### config.mk
export PLATFORM = sky130hd
export DESIGN_NAME = http_request_framing_detector_top
export DESIGN_NICKNAME = d
export VERILOG_FILES = /design/src/hw/rtl/hrfd_pkg.sv /design/src/hw/rtl/hrfd_hdr_parser.sv /design/src/hw/rtl/hrfd_frame_tracker.sv /design/src/hw/rtl/http_request_framing_detector_top.sv
export SDC_FILE = /design/constraint.sdc
export NUM_CORES = 1
export LEC_CHECK = 0
export BUFFER_PORTS_ARGS = -buffer_cell sky130_fd_sc_hd__buf_2
export CORE_UTILIZATION = 63
export CTS_BUF_LIST = sky130_fd_sc_hd__clkbuf_8
export CTS_CLUSTER_SIZE = 25
export DETAILED_ROUTE_END_ITERATION = 12
export GPL_TIMING_DRIVEN = 0
export PLACE_DENSITY = 0.85
export SETUP_SLACK_MARGIN = 0.3
export SLEW_MARGIN = 40
export SYNTH_ARGS = -nofsm -noshare
export SYNTH_HDL_FRONTEND = slang
export SYNTH_SLANG_ARGS = --single-unit
### constraint.sdc
create_clock -name clk -period 12.2 [get_ports clk]
set_input_delay 2.44 -clock clk [delete_from_list [all_inputs] [get_ports clk]]
set_output_delay 2.44 -clock clk [all_outputs]
set_load 0.01 [all_outputs]
### src/hw/rtl/hrfd_pkg.sv
// Shared types, character codes and constants for the HTTP request framing detector.
package hrfd_pkg;

  localparam int LEN_W   = 32;   // width of a parsed body length
  localparam int COUNT_W = 24;   // width of the byte counters and the limit

  localparam logic [COUNT_W-1:0] COUNT_MAX      = {COUNT_W{1'b1}};
  localparam logic [COUNT_W-1:0] MAX_REQ_RESET  = COUNT_W'(1048576);

  localparam logic [3:0] KEY_LEN = 4'd14;

  localparam logic [7:0] CHR_LF    = 8'h0A;
  localparam logic [7:0] CHR_CR    = 8'h0D;
  localparam logic [7:0] CHR_SP    = 8'h20;
  localparam logic [7:0] CHR_TAB   = 8'h09;
  localparam logic [7:0] CHR_COLON = 8'h3A;
  localparam logic [7:0] CHR_ZERO  = 8'h30;
  localparam logic [7:0] CHR_NINE  = 8'h39;

  localparam logic OP_BYTE  = 1'b0;
  localparam logic OP_CLOSE = 1'b1;

  typedef enum logic [1:0] {
    ST_PENDING  = 2'd0,
    ST_COMPLETE = 2'd1,
    ST_LIMIT    = 2'd2,
    ST_CLOSED   = 2'd3
  } status_t;

  typedef enum logic [6:0] {
    PH_NAME_LEAD  = 7'b0000001,
    PH_NAME       = 7'b0000010,
    PH_NAME_TRAIL = 7'b0000100,
    PH_VAL_LEAD   = 7'b0001000,
    PH_VAL_DIGITS = 7'b0010000,
    PH_VAL_TRAIL  = 7'b0100000,
    PH_SKIP       = 7'b1000000
  } phase_t;

  typedef struct packed {
    logic ovf;
    logic bad;
    logic digit;
  } value_flags_t;

  // Header parser to frame tracker: end of header and current body length.
  typedef struct packed {
    logic             hdr_end;
    logic [LEN_W-1:0] length;
  } hdr_info_t;

  typedef struct packed {
    status_t            status;
    logic [LEN_W-1:0]   content_length;
    logic [COUNT_W-1:0] request_bytes;
    logic [COUNT_W-1:0] header_bytes;
  } result_t;

  // Characters of the header name "Content-Length".
  function automatic logic [7:0] key_char(input logic [3:0] idx);
    logic [7:0] ch;
    unique case (idx)
      4'd0:    ch = 8'h43; // C
      4'd1:    ch = 8'h6F; // o
      4'd2:    ch = 8'h6E; // n
      4'd3:    ch = 8'h74; // t
      4'd4:    ch = 8'h65; // e
      4'd5:    ch = 8'h6E; // n
      4'd6:    ch = 8'h74; // t
      4'd7:    ch = 8'h2D; // -
      4'd8:    ch = 8'h4C; // L
      4'd9:    ch = 8'h65; // e
      4'd10:   ch = 8'h6E; // n
      4'd11:   ch = 8'h67; // g
      4'd12:   ch = 8'h74; // t
      4'd13:   ch = 8'h68; // h
      default: ch = 8'h00;
    endcase
    return ch;
  endfunction

endpackage

### src/hw/rtl/hrfd_hdr_parser.sv
// Header line parser: blank-line detection, Content-Length name match and value decode.
module hrfd_hdr_parser (
  input  logic                clk,
  input  logic                rst,
  input  logic                step,
  input  logic                clear,
  input  logic [7:0]          data_byte,
  output hrfd_pkg::hdr_info_t info
);
  import hrfd_pkg::*;

  logic [23:0]      recent_bytes, recent_bytes_next;
  phase_t           line_phase, line_phase_next;
  logic [3:0]       name_match_index, name_match_index_next;
  logic             name_still_matches, name_still_matches_next;
  logic [LEN_W-1:0] value_accumulator, value_accumulator_next;
  value_flags_t     value_flags, value_flags_next;
  logic             length_found, length_found_next;
  logic [LEN_W-1:0] length_value, length_value_next;

  logic             is_blank, is_digit, in_value, hdr_end;
  logic [3:0]       digit;
  logic [LEN_W+3:0] acc_ext, acc_times_ten;

  assign is_blank = (data_byte == CHR_SP) || (data_byte == CHR_TAB);
  assign is_digit = (data_byte >= CHR_ZERO) && (data_byte <= CHR_NINE);
  assign digit    = 4'(data_byte - CHR_ZERO);
  assign in_value = (line_phase == PH_VAL_LEAD) || (line_phase == PH_VAL_DIGITS) ||
                    (line_phase == PH_VAL_TRAIL);

  // acc * 10 + digit as two shifted adds; the top bits flag overflow
  assign acc_ext       = (LEN_W+4)'(value_accumulator);
  assign acc_times_ten = (acc_ext << 3) + (acc_ext << 1) + (LEN_W+4)'(digit);

  always_comb begin
    recent_bytes_next       = recent_bytes;
    line_phase_next         = line_phase;
    name_match_index_next   = name_match_index;
    name_still_matches_next = name_still_matches;
    value_accumulator_next  = value_accumulator;
    value_flags_next        = value_flags;
    length_found_next       = length_found;
    length_value_next       = length_value;
    hdr_end                 = 1'b0;
    if (step) begin
      hdr_end = (data_byte == CHR_LF) &&
                ((recent_bytes[7:0] == CHR_LF) ||
                 ((recent_bytes[7:0] == CHR_CR) && (recent_bytes[15:8] == CHR_LF) &&
                  (recent_bytes[23:16] == CHR_CR)));
      recent_bytes_next = {recent_bytes[15:0], data_byte};
      if (data_byte == CHR_LF) begin
        // end of line: latch the first Content-Length value
        if (in_value) begin
          length_found_next = 1'b1;
          length_value_next = (value_flags.digit && !value_flags.bad && !value_flags.ovf) ?
                              value_accumulator : '0;
        end
        line_phase_next         = PH_NAME_LEAD;
        name_match_index_next   = 4'd0;
        name_still_matches_next = 1'b1;
        value_accumulator_next  = '0;
        value_flags_next        = '0;
      end else begin
        unique case (line_phase)
          PH_NAME_LEAD, PH_NAME, PH_NAME_TRAIL: begin
            if (!((line_phase == PH_NAME_LEAD) && is_blank)) begin
              line_phase_next = (line_phase == PH_NAME_LEAD) ? PH_NAME : line_phase;
              if (data_byte == CHR_COLON) begin
                line_phase_next = (name_still_matches && (name_match_index == KEY_LEN) &&
                                   !length_found) ? PH_VAL_LEAD : PH_SKIP;
              end else if (is_blank || (data_byte == CHR_CR)) begin
                line_phase_next = PH_NAME_TRAIL;
              end else if (line_phase == PH_NAME_TRAIL) begin
                // text after inner blank: name cannot match
                name_still_matches_next = 1'b0;
                line_phase_next         = PH_NAME;
              end else if ((name_match_index < KEY_LEN) &&
                           (data_byte == key_char(name_match_index))) begin
                name_match_index_next = name_match_index + 4'd1;
              end else begin
                name_still_matches_next = 1'b0;
              end
            end
          end
          PH_VAL_LEAD: begin
            if (!is_blank) begin
              if (is_digit) begin
                value_accumulator_next = LEN_W'(digit);
                value_flags_next.digit = 1'b1;
                line_phase_next        = PH_VAL_DIGITS;
              end else begin
                value_flags_next.bad = 1'b1;
                line_phase_next      = PH_VAL_TRAIL;
              end
            end
          end
          PH_VAL_DIGITS: begin
            if (is_digit) begin
              if (!value_flags.ovf) begin
                if (acc_times_ten[LEN_W+3:LEN_W] != 4'd0) begin
                  value_flags_next.ovf = 1'b1;
                end else begin
                  value_accumulator_next = acc_times_ten[LEN_W-1:0];
                end
              end
            end else if (is_blank || (data_byte == CHR_CR)) begin
              line_phase_next = PH_VAL_TRAIL;
            end else begin
              value_flags_next.bad = 1'b1;
            end
          end
          PH_VAL_TRAIL: begin
            if (!is_blank && (data_byte != CHR_CR)) begin
              value_flags_next.bad = 1'b1;
            end
          end
          PH_SKIP: begin
          end
          default: begin
          end
        endcase
      end
    end
  end

  assign info.hdr_end = hdr_end;
  assign info.length  = length_value_next;

  always_ff @(posedge clk) begin
    if (rst || clear) begin
      recent_bytes       <= '0;
      line_phase         <= PH_NAME_LEAD;
      name_match_index   <= 4'd0;
      name_still_matches <= 1'b1;
      value_accumulator  <= '0;
      value_flags        <= '0;
      length_found       <= 1'b0;
      length_value       <= '0;
    end else if (step) begin
      recent_bytes       <= recent_bytes_next;
      line_phase         <= line_phase_next;
      name_match_index   <= name_match_index_next;
      name_still_matches <= name_still_matches_next;
      value_accumulator  <= value_accumulator_next;
      value_flags        <= value_flags_next;
      length_found       <= length_found_next;
      length_value       <= length_value_next;
    end
  end

endmodule

### src/hw/rtl/hrfd_frame_tracker.sv
// Request framing: byte, header and body counters, status and end-of-request clear.
module hrfd_frame_tracker (
  input  logic                                clk,
  input  logic                                rst,
  input  logic                                fire,
  input  logic                                op,
  input  logic [hrfd_pkg::COUNT_W-1:0]        max_request_bytes,
  input  hrfd_pkg::hdr_info_t                 hdr,
  output logic                                parse_step,
  output logic                                clear,
  output hrfd_pkg::result_t                   res
);
  import hrfd_pkg::*;

  logic [COUNT_W-1:0] byte_count, byte_count_next;
  logic               in_body, in_body_next;
  logic [COUNT_W-1:0] header_length, header_length_next;
  logic [COUNT_W-1:0] body_count, body_count_next;
  status_t            status;

  assign parse_step = fire && (op == OP_BYTE) && !in_body;

  always_comb begin
    byte_count_next    = byte_count;
    in_body_next       = in_body;
    header_length_next = header_length;
    body_count_next    = body_count;
    status             = ST_PENDING;
    if (op == OP_CLOSE) begin
      status = ST_CLOSED;
    end else begin
      if (byte_count != COUNT_MAX) begin
        byte_count_next = byte_count + COUNT_W'(1);
      end
      if (!in_body) begin
        if (hdr.hdr_end) begin
          in_body_next       = 1'b1;
          header_length_next = byte_count_next;
        end
      end else if (body_count != COUNT_MAX) begin
        body_count_next = body_count + COUNT_W'(1);
      end
      priority if (in_body_next && (LEN_W'(body_count_next) >= hdr.length)) begin
        status = ST_COMPLETE;
      end else if (byte_count_next >= max_request_bytes) begin
        status = ST_LIMIT;
      end else begin
        status = ST_PENDING;
      end
    end
  end

  assign clear              = fire && (status != ST_PENDING);
  assign res.status         = status;
  assign res.content_length = in_body_next ? hdr.length : '0;
  assign res.request_bytes  = byte_count_next;
  assign res.header_bytes   = header_length_next;

  always_ff @(posedge clk) begin
    if (rst || clear) begin
      byte_count    <= '0;
      in_body       <= 1'b0;
      header_length <= '0;
      body_count    <= '0;
    end else if (fire) begin
      byte_count    <= byte_count_next;
      in_body       <= in_body_next;
      header_length <= header_length_next;
      body_count    <= body_count_next;
    end
  end

`ifndef SYNTH
  a_body_needs_header: assert property (@(posedge clk) disable iff (rst)
    in_body |-> (header_length != '0))
    else $error("body state without a header length");

  a_clear_resets: assert property (@(posedge clk) disable iff (rst)
    clear |=> (byte_count == '0) && !in_body)
    else $error("request state not cleared after a final status");

  a_body_count_idle: assert property (@(posedge clk) disable iff (rst)
    !in_body |-> (body_count == '0))
    else $error("body bytes counted before the header end");
`endif

endmodule

### src/hw/rtl/http_request_framing_detector_top.sv
// Top level of the HTTP/1.1 request framing detector with Content-Length bodies.
//
//  channel  | handshake                  | payload
//  ---------+----------------------------+---------------------------------------------
//  item     | item_valid / item_stall    | op, data_byte
//  result   | result_valid / result_stall| status, content_length, request_bytes,
//           |                            | header_bytes
//  cfg      | cfg_valid / cfg_ready      | cfg_data (max_request_bytes)
//
// Each item transaction yields exactly one result transaction, held first in the input
// register and then in the result register. One item is taken every cycle while
// item_stall is low; the per-byte parser state loop closes between the input
// register and the result register.
// Reset (rst, synchronous) clears the request state and loads the byte limit 1048576.
// A result stall holds the result register and, once the input register is full, raises
// item_stall in the same cycle; no transaction is dropped.
module http_request_framing_detector_top (
  input  logic                              clk,
  input  logic                              rst,
  // item channel
  input  logic                              item_valid,
  output logic                              item_stall,
  input  logic                              op,
  input  logic [7:0]                        data_byte,
  // result channel
  output logic                              result_valid,
  input  logic                              result_stall,
  output hrfd_pkg::status_t                 status,
  output logic [hrfd_pkg::LEN_W-1:0]        content_length,
  output logic [hrfd_pkg::COUNT_W-1:0]      request_bytes,
  output logic [hrfd_pkg::COUNT_W-1:0]      header_bytes,
  // configuration channel
  input  logic                              cfg_valid,
  output logic                              cfg_ready,
  input  logic [hrfd_pkg::COUNT_W-1:0]      cfg_data
);
  import hrfd_pkg::*;

  // byte limit register
  logic [COUNT_W-1:0] max_request_bytes;

  // input register
  logic       in_valid;
  logic       in_op;
  logic [7:0] in_byte;

  logic       advance;
  logic       fire;
  logic       parse_step;
  logic       clear;
  hdr_info_t  hdr;
  result_t    res;

  // Writes must land only while idle; the block does not enforce it and takes them at once.
  assign cfg_ready = 1'b1;

  always_ff @(posedge clk) begin
    if (rst) begin
      max_request_bytes <= MAX_REQ_RESET;
    end else if (cfg_valid && cfg_ready) begin
      max_request_bytes <= cfg_data;
    end
  end

  // Advance when the result register is empty or being drained.
  assign advance    = !result_valid || !result_stall;
  assign fire       = in_valid && advance;
  assign item_stall = in_valid && !advance;

  always_ff @(posedge clk) begin
    if (rst) begin
      in_valid <= 1'b0;
    end else if (!item_stall) begin
      in_valid <= item_valid;
    end
  end

  // Hold the payload while stalled; capture a fresh transaction otherwise.
  always_ff @(posedge clk) begin
    if (!item_stall) begin
      in_op   <= op;
      in_byte <= data_byte;
    end
  end

  hrfd_hdr_parser u_parser (
    .clk       (clk),
    .rst       (rst),
    .step      (parse_step),
    .clear     (clear),
    .data_byte (in_byte),
    .info      (hdr)
  );

  hrfd_frame_tracker u_tracker (
    .clk               (clk),
    .rst               (rst),
    .fire              (fire),
    .op                (in_op),
    .max_request_bytes (max_request_bytes),
    .hdr               (hdr),
    .parse_step        (parse_step),
    .clear             (clear),
    .res               (res)
  );

  // result register
  always_ff @(posedge clk) begin
    if (rst) begin
      result_valid <= 1'b0;
    end else if (advance) begin
      result_valid <= in_valid;
    end
  end

  always_ff @(posedge clk) begin
    if (fire) begin
      status         <= res.status;
      content_length <= res.content_length;
      request_bytes  <= res.request_bytes;
      header_bytes   <= res.header_bytes;
    end
  end

`ifndef SYNTH
  a_fire_gives_result: assert property (@(posedge clk) disable iff (rst)
    fire |=> result_valid)
    else $error("processed transaction did not reach the result register");

  a_header_within_request: assert property (@(posedge clk) disable iff (rst)
    (result_valid && (header_bytes != '0)) |-> (header_bytes <= request_bytes))
    else $error("header length exceeds request length");

  a_complete_has_header: assert property (@(posedge clk) disable iff (rst)
    (result_valid && (status == ST_COMPLETE)) |-> (header_bytes != '0))
    else $error("request complete before the header end");

  a_length_after_header: assert property (@(posedge clk) disable iff (rst)
    (result_valid && (content_length != '0)) |-> (header_bytes != '0))
    else $error("body length reported before the header end");
`endif

endmodule
==> flow_summary.toml <==
[timing]
report.final.slew_viol_count = 0
finalCritPeriodShare_pct = 69.8
max_freq_mhz = 117
finalCriticalPeriod_ns = 8.52
worstMarginPinSlew_ns = 0.802
rsz0062_at_grt = "false"
fin_skew_ns = 0.0340
setup-violations-final = 0
fin_tns_setup_ns = 0
final-hold-violation-count = 0
slew_headroom_pct = 46.4

[logic_synthesis]
ys_top_cells_by_area = "dfxtp_1 26%, edfxtp_1 17%, ha_1 9.3%"
synth_top_cell_area_share_pct = 25.8
synthDistinctLibCells = 84
synth_ff_type = "dfxtp_1"
syn_inst = 1786
synth-seq-area-share_pct = 42.6
synth-seq-cells = 301
syn_avg_cell_area_um2 = 9.13
yosys_warnings = 0
synth_edf_count = 91
syn_area_um2 = 16300
yosysTopAreaCell = "dfxtp_1"
synthesis.nets = 1947
synth_common_cells = "256 x nor2_1, 214 x nand2_1, 210 x dfxtp_1"
yosysMostFrequentCell = "nor2_1"
synthArstFlopShare_pct = 0

[floorplan]
die_h_um = 163
die_width_um = 163
fp-row-count = 58
core-area_um2 = 25300
initial_core_util_pct = 64.5
io_pins = 123
dieArea_um2 = 26500

[drt]
wl_met2_um = 19300
wl_per_cell_um = 17.5
route.vias.total = 13700
drc_errors = 0
drt_wl_total_um = 40800
dr.pass1.iters = 6
drtIter0Drc = 1328
wl_met1_um = 17100
viasPerCell = 5.88
ant_nets = 0
wl_met3_um = 2980
highest_layer = "met4"

[placed_design]
dpl.hpwl_um = 30200
port_buffers = 119
place.gp.congestion = 0.915
dp_cells = 2240

[cts]
post-cts-setup-buffers = 0
htreeDepth = 2
clk_pin_slew_ns = 0.05
cts_buffer_depth = 3
holdBufCountCts = 0
cts-root-buf = "clkbuf_8"
insertion_delay_ns = 0.59
cts.repair.resized = 0
cts_sinks = 301
cts_tree = "done"
numCtsBuffers = 49

[power]
seq_power_share_pct = 50.6
p_leak_nw = 7.85
internal-power_w = 0.00160
combPwrFrac_pct = 6.3
p_sw_w = 0.000507
swShare_pct = 24.1
p_clk_share_pct = 43.1
powerDensity_nw_per_um2 = 114
vdd_drop_max_v = 0.000125

[layout]
antenna_cells = 0
nets = 2122
area_growth_pct = 13.1
fillCellCount = 1802
drive_gt1_share_pct = 14.1
fin_cells = 2329

[global_route]
gr-total-overflow = 0
grt_pass1_vias = 13300
grt_max_degree = 18
gr-usage-all-layers_pct = 31.0
antenna_found_initial = 0
grt_pass1_wl_um = 65600

[worst_setup_path]
critPathKind = "in -> reg"
path_max_fanout = 16
cp-start-kind = "input port"
worstPathArrival_ns = 8.92
critPathMaxStageDelay_ns = 0.49
crit_slowest_cell = "a21boi_4"
path_cells = "buf_2, a21boi_4, buf_16, nand2_1, nor2_1, nand4_1, clkbuf_1, clkbuf_1, a21oi_1, inv_1, ha_1, nand2b_1, a21o_1, a2111oi_0, o211ai_1, a21oi_1, or4_4, a31oi_4, buf_4, nor2_1, inv_1, ha_1, o32ai_1, a22oi_1"
required_ns = 12.60
crit_path_end_kind = "flip-flop"

[min_path]
min_path_type = "reg -> reg"

[job]
max-cap-violations = 0

[status]
status = "finished clean"
## cells in the final DEF, fill, tap and decap left out, drive strengths merged, types with 22 or more instances in the layout
cell      n
clkbuf  114
ha      121
and2     32
nor3     31
o21ai    47
nand4    22
edfxtp   91
xnor2    67
a21oi   124
nor2    261
mux2i    68
xor2     75
inv      68
a21o     22
buf     158
dfxtp   210
nand2   214
nand3    56
mux2     26
## path summary, 6_finish.rpt
check / start / slack, ns / endpoint / cells past startpoint
worst min register to register: u_parser.recent_bytes[23] / 0.45 / u_parser.recent_bytes[23] / 2
worst min-delay path: u_parser.recent_bytes[23] / 0.45 / u_parser.recent_bytes[23] / 2
worst max register to register: in_valid / 5.30 / flip-flop / 23
worst max-delay path: result_stall / 3.68 / flip-flop / 24
## sequential cells by signal, indices dropped and copies added (netlist names), named ones only
register / flops
u_tracker.body_count: 24
u_parser.line_phase: 7
content_length: 32
max_request_bytes: 24
in_byte: 8
u_parser.value_flags: 3
u_tracker.header_length: 24
u_tracker.in_body: 1
u_parser.length_found: 1
result_valid: 1
u_parser.value_accumulator: 32
in_op: 1
in_valid: 1
u_parser.recent_bytes: 24
request_bytes: 24
u_parser.name_still_matches: 1
u_parser.length_value: 32
u_parser.name_match_index: 4
status: 2
u_tracker.byte_count: 24
header_bytes: 24
## through the flow
step	util, %	worst slack, ns	hold WS (ns)	cell area [um^2]	total power (W)
2_1_floorplan	-	2.88	0.430	16300	0.00116
3_3_place_gp	68.5	-0.219	0.440	17300	0.00121
3_5_place_dp	68.9	3.32	0.450	17400	0.00122
4_1_cts	73.0	3.89	0.458	18400	0.00211
5_1_grt	73.0	3.36	0.470	18400	0.00217
6_report	73.0	3.68	0.454	18400	0.00211
## kinds of logic (layout without fill, tap and decap cells)
logic type                 count (synthesis)  in the layout  share of synthesized area [%]
AOI/OAI and AO/OA                        271            271                           10.3
and+or+nand+nor                          709            709                           20.0
adders and majority gates                123            123                           9.53
other                                      1              1                         0.0230
xor gates and xnor gates                 142            142                           7.72
DFF                                      301            301                           42.6
buffers and inverters                    145            358                           3.88
muxes                                     94             94                           5.97
## worst max-delay path: cells and delay by family
family	cells	cell delay [ns]
compound gates	9	2.57
simple gates	6	1.80
buf+inv	7	1.49
fa+ha+maj	2	0.61
## cell type report
cell class	count	area, um^2	share of cell area (%)
Timing Repair Buffer	124	683	3.71
Clock buffer	55	757	4.11
Inverter	52	195	1.06
Tap cell	330	413	2.24
Sequential cell	301	6940	37.6
Multi-Input combinational cell	1340	8750	47.5
Buffer	93	437	2.37
Clock inverter	34	262	1.42
## power groups by stage
stage / logic (W) / clock network, W / registers (W)
2_1_floorplan: 0.0000694 / 0 / 0.00109
3_3_place_gp: 0.000121 / 0 / 0.00109
3_5_place_dp: 0.000129 / 0 / 0.00109
4_1_cts: 0.000131 / 0.000917 / 0.00107
5_1_grt: 0.000142 / 0.000961 / 0.00107
6_report: 0.000132 / 0.000909 / 0.00107
## metal layers
layer,global-route usage (%),vias to the layer above
li1,-,6555
met1,40.5,6444
met2,51.1,588
met3,4.35,116
met4,13.3,0
met5,0,-
No activity file was read; power rests on OpenSTA's default activity.
